`config.mk`:
```
export PLATFORM = sky130hd
export DESIGN_NAME = bounded_min_id_frame_queue
export DESIGN_NICKNAME = d
export VERILOG_FILES = /design/src/hdl/bmfq_pkg.sv /design/src/hdl/bounded_min_id_frame_queue.sv
export SDC_FILE = /design/constraint.sdc
export NUM_CORES = 1
export LEC_CHECK = 0
export BUFFER_PORTS_ARGS = -buffer_cell sky130_fd_sc_hd__buf_2
export CAP_MARGIN = 20
export CORE_MARGIN = 1
export CORE_UTILIZATION = 25
export CTS_BUF_LIST = sky130_fd_sc_hd__clkbuf_4
export CTS_CLUSTER_DIAMETER = 100
export DETAILED_ROUTE_END_ITERATION = 10
export SLEW_MARGIN = 20
export SYNTH_ARGS = -nofsm -noshare
export SYNTH_HDL_FRONTEND = slang
export SYNTH_SLANG_ARGS = --single-unit
```
`constraint.sdc`:
```
create_clock -name clk_i -period 24.8 [get_ports clk_i]
set_clock_uncertainty 0.15 [all_clocks]
set_input_delay 1.24 -clock clk_i [delete_from_list [all_inputs] [get_ports clk_i]]
set_output_delay 1.24 -clock clk_i [all_outputs]
set_load 0.03 [all_outputs]
```
`src/hdl/bmfq_pkg.sv`:
```
// ----------------------------------------------------------------------------
// bmfq_pkg
// Widths and codes shared by the bounded min-id frame queue.
// ----------------------------------------------------------------------------
package bmfq_pkg;

  localparam int NUM_W    = 31;
  localparam int HDL_W    = 16;
  localparam int FUNC_W   = 2;
  localparam int STATUS_W = 3;
  localparam int OCC_W    = 4;

  typedef enum logic [FUNC_W-1:0] {
    FUNC_PUSH  = 2'd0,
    FUNC_TAKE  = 2'd1,
    FUNC_CLEAR = 2'd2
  } func_e;

  typedef enum logic [STATUS_W-1:0] {
    ST_PUSHED  = 3'd0,
    ST_EVICTED = 3'd1,
    ST_TAKEN   = 3'd2,
    ST_EMPTY   = 3'd3,
    ST_CLEARED = 3'd4
  } status_e;

  typedef enum logic [2:0] {
    S_IDLE,
    S_SCAN,
    S_SCAN_LAST,
    S_WRITE,
    S_SWEEP,
    S_SWEEP_LAST
  } state_e;

endpackage

```
`src/hdl/bounded_min_id_frame_queue.sv`:
```
// ----------------------------------------------------------------------------
// bounded_min_id_frame_queue
// Fixed-capacity priority queue of frame tags keyed by frame number.
// ----------------------------------------------------------------------------
// Usage: an operation (func_i, frame_number_i, frame_handle_i) transfers in at
// a rising edge with start_i high and busy_o low. Push stores a tag (evicting
// the smallest, oldest first among equal keys, when full), take removes and
// returns the smallest, clear empties the queue; an unused func code is
// dropped without a result. Each operation gives one result on status_o,
// out_number_o, out_handle_o and occupancy_o, valid for the single cycle in
// which done_o is high; the receiver takes it in that cycle and cannot stall.
// Push into a non-full queue, take from an empty one and clear give done_o
// in the cycle after the transfer. A take or a push into a full queue
// runs a scan over the n held entries and then an age-rank fix-up sweep over
// the entries left, both through the one read port of the entry memory, one
// entry per cycle; a take of the only entry skips the sweep. busy_o stays
// high meanwhile; the next operation can transfer in the cycle that its
// result is out. Reset empties the queue at once; the entry memory itself
// is not cleared.
// ----------------------------------------------------------------------------
module bounded_min_id_frame_queue #(
  parameter int CAPACITY = 8
) (
  input  logic                           clk_i,
  input  logic                           rst_ni,
  input  logic                           start_i,
  output logic                           busy_o,
  input  logic [bmfq_pkg::FUNC_W-1:0]    func_i,
  input  logic [bmfq_pkg::NUM_W-1:0]     frame_number_i,
  input  logic [bmfq_pkg::HDL_W-1:0]     frame_handle_i,
  output logic                           done_o,
  output logic [bmfq_pkg::STATUS_W-1:0]  status_o,
  output logic [bmfq_pkg::NUM_W-1:0]     out_number_o,
  output logic [bmfq_pkg::HDL_W-1:0]     out_handle_o,
  output logic [bmfq_pkg::OCC_W-1:0]     occupancy_o
);

  import bmfq_pkg::*;

  localparam int IW = (CAPACITY > 1) ? $clog2(CAPACITY) : 1;
  localparam int CW = $clog2(CAPACITY + 1);
  localparam int WW = NUM_W + HDL_W + IW;

  // entry memory: {number, handle, age rank}
  logic [WW-1:0] mem_q [CAPACITY];
  logic [WW-1:0] rd_data_q;

  logic          we;
  logic [IW-1:0] wa;
  logic [WW-1:0] wd;

  state_e        state_q, state_d;
  func_e         func_q, func_d;
  logic [NUM_W-1:0] num_q, num_d;
  logic [HDL_W-1:0] hdl_q, hdl_d;
  logic [CW-1:0] fill_q, fill_d;
  logic [IW-1:0] idx_q, idx_d;
  logic          pv_q, pv_d;
  logic [IW-1:0] pi_q, pi_d;
  logic [IW-1:0] best_idx_q, best_idx_d;
  logic [NUM_W-1:0] best_num_q, best_num_d;
  logic [HDL_W-1:0] best_hdl_q, best_hdl_d;
  logic [IW-1:0] best_ord_q, best_ord_d;
  logic [WW-1:0] last_word_q, last_word_d;
  logic          done_q, done_d;
  status_e       status_q, status_d;
  logic [NUM_W-1:0] onum_q, onum_d;
  logic [HDL_W-1:0] ohdl_q, ohdl_d;
  logic [OCC_W-1:0] occ_q, occ_d;

  logic [NUM_W-1:0] r_num;
  logic [HDL_W-1:0] r_hdl;
  logic [IW-1:0]    r_ord;
  logic [IW-1:0]    last_idx;
  logic [CW-1:0]    fill_dec;

  assign r_num    = rd_data_q[WW-1 -: NUM_W];
  assign r_hdl    = rd_data_q[IW +: HDL_W];
  assign r_ord    = rd_data_q[IW-1:0];
  assign fill_dec = fill_q - CW'(1);
  assign last_idx = IW'(fill_dec);

  always_ff @(posedge clk_i) begin
    if (we) begin
      mem_q[wa] <= wd;
    end
    rd_data_q <= mem_q[idx_q];
  end

  always_ff @(posedge clk_i or negedge rst_ni) begin
    if (!rst_ni) begin
      state_q <= S_IDLE;
      fill_q  <= '0;
      pv_q    <= 1'b0;
      done_q  <= 1'b0;
      idx_q   <= '0;
    end else begin
      state_q <= state_d;
      fill_q  <= fill_d;
      pv_q    <= pv_d;
      done_q  <= done_d;
      idx_q   <= idx_d;
    end
  end

  always_ff @(posedge clk_i) begin
    func_q      <= func_d;
    num_q       <= num_d;
    hdl_q       <= hdl_d;
    pi_q        <= pi_d;
    best_idx_q  <= best_idx_d;
    best_num_q  <= best_num_d;
    best_hdl_q  <= best_hdl_d;
    best_ord_q  <= best_ord_d;
    last_word_q <= last_word_d;
    status_q    <= status_d;
    onum_q      <= onum_d;
    ohdl_q      <= ohdl_d;
    occ_q       <= occ_d;
  end

  always_comb begin
    state_d     = state_q;
    func_d      = func_q;
    num_d       = num_q;
    hdl_d       = hdl_q;
    fill_d      = fill_q;
    idx_d       = idx_q;
    pv_d        = 1'b0;
    pi_d        = idx_q;
    best_idx_d  = best_idx_q;
    best_num_d  = best_num_q;
    best_hdl_d  = best_hdl_q;
    best_ord_d  = best_ord_q;
    last_word_d = last_word_q;
    done_d      = 1'b0;
    status_d    = status_q;
    onum_d      = onum_q;
    ohdl_d      = ohdl_q;
    occ_d       = occ_q;
    we          = 1'b0;
    wa          = '0;
    wd          = '0;

    // min search over entries read back from memory
    if (pv_q && (state_q == S_SCAN || state_q == S_SCAN_LAST)) begin
      if (pi_q == '0 || r_num < best_num_q ||
          (r_num == best_num_q && r_ord < best_ord_q)) begin
        best_idx_d = pi_q;
        best_num_d = r_num;
        best_hdl_d = r_hdl;
        best_ord_d = r_ord;
      end
      if (pi_q == last_idx) begin
        last_word_d = rd_data_q;
      end
    end

    // age rank fix-up
    if (pv_q && (state_q == S_SWEEP || state_q == S_SWEEP_LAST)) begin
      if (r_ord > best_ord_q && !(func_q == FUNC_PUSH && pi_q == best_idx_q)) begin
        we = 1'b1;
        wa = pi_q;
        wd = {r_num, r_hdl, r_ord - IW'(1)};
      end
    end

    case (state_q)
      S_IDLE: begin
        if (start_i) begin
          func_d = func_e'(func_i);
          num_d  = frame_number_i;
          hdl_d  = frame_handle_i;
          idx_d  = '0;
          case (func_e'(func_i))
            FUNC_PUSH: begin
              if (fill_q < CW'(CAPACITY)) begin
                we       = 1'b1;
                wa       = IW'(fill_q);
                wd       = {frame_number_i, frame_handle_i, IW'(fill_q)};
                fill_d   = fill_q + CW'(1);
                done_d   = 1'b1;
                status_d = ST_PUSHED;
                onum_d   = '0;
                ohdl_d   = '0;
                occ_d    = OCC_W'(fill_d);
              end else begin
                state_d = S_SCAN;
              end
            end
            FUNC_TAKE: begin
              if (fill_q == '0) begin
                done_d   = 1'b1;
                status_d = ST_EMPTY;
                onum_d   = '0;
                ohdl_d   = '0;
                occ_d    = '0;
              end else begin
                state_d = S_SCAN;
              end
            end
            FUNC_CLEAR: begin
              fill_d   = '0;
              done_d   = 1'b1;
              status_d = ST_CLEARED;
              onum_d   = '0;
              ohdl_d   = '0;
              occ_d    = '0;
            end
            default: begin
            end
          endcase
        end
      end
      S_SCAN: begin
        pv_d = 1'b1;
        if (idx_q == last_idx) begin
          state_d = S_SCAN_LAST;
        end else begin
          idx_d = idx_q + IW'(1);
        end
      end
      S_SCAN_LAST: begin
        state_d = S_WRITE;
      end
      S_WRITE: begin
        we     = 1'b1;
        wa     = best_idx_q;
        onum_d = best_num_q;
        ohdl_d = best_hdl_q;
        idx_d  = '0;
        if (func_q == FUNC_TAKE) begin
          wd       = last_word_q;
          fill_d   = fill_dec;
          status_d = ST_TAKEN;
        end else begin
          wd       = {num_q, hdl_q, IW'(CAPACITY - 1)};
          status_d = ST_EVICTED;
        end
        occ_d = OCC_W'(fill_d);
        if (fill_d == '0) begin
          done_d  = 1'b1;
          state_d = S_IDLE;
        end else begin
          state_d = S_SWEEP;
        end
      end
      S_SWEEP: begin
        pv_d = 1'b1;
        if (idx_q == last_idx) begin
          state_d = S_SWEEP_LAST;
        end else begin
          idx_d = idx_q + IW'(1);
        end
      end
      S_SWEEP_LAST: begin
        done_d  = 1'b1;
        state_d = S_IDLE;
      end
      default: begin
        state_d = S_IDLE;
      end
    endcase
  end

  assign busy_o       = (state_q != S_IDLE);
  assign done_o       = done_q;
  assign status_o     = status_q;
  assign out_number_o = onum_q;
  assign out_handle_o = ohdl_q;
  assign occupancy_o  = occ_q;

  a_fill_bound: assert property (@(posedge clk_i) disable iff (!rst_ni)
    fill_q <= CW'(CAPACITY))
    else $error("fill count above capacity");

  a_done_idle: assert property (@(posedge clk_i) disable iff (!rst_ni)
    done_o |-> !busy_o)
    else $error("result strobe while busy");

  a_clear: assert property (@(posedge clk_i) disable iff (!rst_ni)
    (start_i && !busy_o && func_i == FUNC_CLEAR) |=>
      (done_o && status_o == ST_CLEARED && fill_q == '0))
    else $error("clear did not empty the queue");

  a_stage_range: assert property (@(posedge clk_i) disable iff (!rst_ni)
    pv_q |-> (CW'(pi_q) < fill_q))
    else $error("entry access beyond held entries");

endmodule
```
==> results.tsv <==
metric	value	unit
Final setup viols	0	
grt total ovfl	0	
Clock Tree Buf Depth	3	
Placed Instances	2847	
Post-synth EDFFs	606	
DP Wirelength	35700	microns
Yosys top cell by area	edfxtp_1	
RSZ-0062 raised after global routing	false	
initial antenna violation count	11	
clk_lat worst skew	990	ps
min cycle time layout	4080	ps
hold_buf cts	1	
total CTS buffers	171	
fill count	10100	
clk root buf	clkbuf_4	
async set-reset flop share out of synthesis	0.0179	
PortBufs	107	
Iteration-0 DRC Markers	1157	
relative slew slack	0.265	
Row Count	117	
drt total wl	64200	microns
Routed WL per cell	20.3	microns
Post-DP Area	28200	sq um
Main synth FF type	edfxtp_1	
RePlAce Congestion	0.755	
Leak	10.5	nW
gate count after technology mapping	1419	
Post-Layout Cell Count	3165	
vias in the first global route	14500	
Syn-to-layout area delta	17.2	%
ranking of synthesized cells by area	edfxtp_1 (70%), mux4_2 (8.7%), dfxtp_1 (4.1%), mux2_2 (2.2%), ha_1 (2.0%)	
clk slew on worst S/H paths	70	ps
Nets	1747	
fin. max-slew vios	0	
die area	105000	sq um
CP Class	reg2reg	
register area share after synthesis	0.753	
Hold Path Class	reg2reg	
CTS tree	yes	
global-route usage over all layers	0.124	
crit path DAT	4480	ps
Post-CTS Setup Bufs	0	
f_max	0.245	GHz
Final ANT Viol Nets	0	
Critical Path Sink Type	flop	
post-CTS resize count	0	
max-cap violations	0	
Power per Cell Area	117	nW/um^2
Final period util	0.164	
#FFs+latches synth	671	
Unique masters post-synth	63	
Final Util	0.297	
Initial DRT Pass Iterations	6	
design area	30400	sq um
worst-path fanout max	58	
starting density of the core	0.254	
VDD IR max	0.0560	mV
worst-margin pin slew	1100	ps
Final Hold Fails	0	
Core Area	102000	sq um
Startpoint Class	flop	
die width	324	microns
synthesized area per cell	18.3	sq um
clock sink count	671	
num ports	108	
share of cells above drive strength 1	0.327	
Req. time, crit path	25210	ps
Post-Syn Area	26000	sq um
vias per std cell	4.46	
routed via count	14100	
global-route wire length before repair	94300	microns
H-tree depth	4	
status	completed	
Synth Net Count	1513	
Worst Hold Slack	309	ps
largest net degree at the start of global routing	71	
Yosys top cell area share	0.701	
drt drc	0	
Synth warnings	0	
Die Ht	324	microns
Setup TNS Final	0	ps
path summary, 6_finish.rpt:
kind,to,from,cells past startpoint,slack [ps]
worst max register to register,mem_q[2][27],best_ord_q[2],8,20720
worst min-delay path,last_word_q[0],rd_data_q[0],0,310
min in group asynchronous,state_q[0],rst_ni,2,550
max in group asynchronous,idx_q[1],rst_ni,2,23660
worst max-delay path,mem_q[2][27],best_ord_q[2],8,20720
worst min register to register,last_word_q[0],rd_data_q[0],0,310
critical path: stages (launching register included):
cell      delay (ps)
edfxtp_1         370
inv_1             60
ha_1             240
nand3_1          140
and4_4           250
and3_4           920
a21oi_1          310
nor4_2           340
buf_4            830
sequential cells by signal, summed over array words and instances (netlist names), 4 cells and up:
register and cells:
mem_q 400, last_word_q 50, rd_data_q 50, best_num_q 31, num_q 31, out_number_o 31, best_hdl_q 16, hdl_q 16
out_handle_o 16, fill_q 4, occupancy_o 4
synth_stat cells, types with 2 or more instances:
library cell	count
o21ai_0	23
o21a_1	2
edfxtp_1	606
mux4_2	100
inv_1	42
nand2_1	110
o31ai_1	4
or2_2	2
a22o_1	2
clkbuf_1	20
or4_1	2
nor3_2	2
ha_1	42
nor3_1	12
a41oi_1	3
a221oi_1	2
dfrtp_1	12
nand2b_1	6
a32o_2	2
and2_1	19
buf_6	2
o211ai_1	2
o22ai_1	2
dfxtp_1	53
a211o_1	2
a211oi_1	4
xnor2_1	8
nand4_1	8
a221o_1	48
nand3b_1	2
a21o_1	4
nor4_1	3
nor2b_1	6
xor2_1	6
mux2_2	51
buf_2	40
a21oi_1	67
nor2_1	56
buf_1	11
nand3_1	8
logic make-up (layout without fill, tap and decap cells):
kind of cell,count (synthesis),in the layout,share of synthesized area
DFF,671,671,0.753
and+or+nand+nor,245,245,0.0439
AOI/OAI and AO/OA,178,178,0.0485
muxes,152,152,0.109
buffers and inverters,116,490,0.0193
adders and majority gates,42,42,0.0202
xor gates and xnor gates,15,15,0.00559
other,0,4,0
routing by layer:
layer  GRT usage  routed length (microns)  vias to the layer above
met2       0.199                    31000                      503
met3      0.0388                     4470                      107
met5           0                       72                        -
met1       0.159                    27600                     7267
met4      0.0378                     1190                       12
li1            -                        -                     6225
through the flow:
step / worst slack, ps / power [mW]
floorplan: 15720 / 2.31
global placement: 20210 / 2.61
detailed placement: 20160 / 2.63
CTS: 20740 / 3.60
global route: 20600 / 3.74
finish: 20720 / 3.54
report_power, final:
part	internal [mW]	leakage, nW	total [mW]	switching (mW)
Clock	0.511	1.34	0.949	0.438
Combinational	0.360	2.91	0.907	0.547
Sequential	1.54	6.25	1.69	0.152
Total	2.41	10.5	3.54	1.14
layout by cell type, fill, tap and decap left out, types with 4 or more instances in the layout:
cell type	netlist	final
buf_2	40	107
dfxtp_1	53	53
mux4_2	100	100
nand3_1	8	8
buf_4	0	26
nor2_1	56	54
xnor2_1	8	8
a21oi_1	67	66
ha_1	42	42
and2_1	19	18
inv_1	42	42
o31ai_1	4	4
nor2b_1	6	5
clkbuf_4	0	261
clkinv_1	0	40
edfxtp_1	606	606
o21ai_0	23	23
inv_2	1	5
xor2_1	6	6
a221o_1	48	48
clkinv_2	0	4
mux2_2	51	51
diode_2	0	4
nand2_1	110	110
nor3_1	12	9
nor3_2	2	4
nand4_1	8	8
dfrtp_1	12	9
a211oi_1	4	4
a21o_1	4	4
nand2b_1	6	5
final cells by class:
| type | instances | area, sq um | share of cell area |
|---|---|---|---|
| diodes | 4 | 10.0 | 0.000329 |
| multi-input cells | 632 | 5990 | 0.197 |
| repair buffers | 134 | 741 | 0.0243 |
| flip-flops and latches | 671 | 19600 | 0.643 |
| clock buffers | 261 | 1960 | 0.0644 |
| inverters | 43 | 161 | 0.00531 |
| well taps | 1368 | 1710 | 0.0563 |
| clock inverters | 52 | 283 | 0.00930 |
Power figures use the tool's default switching activity.
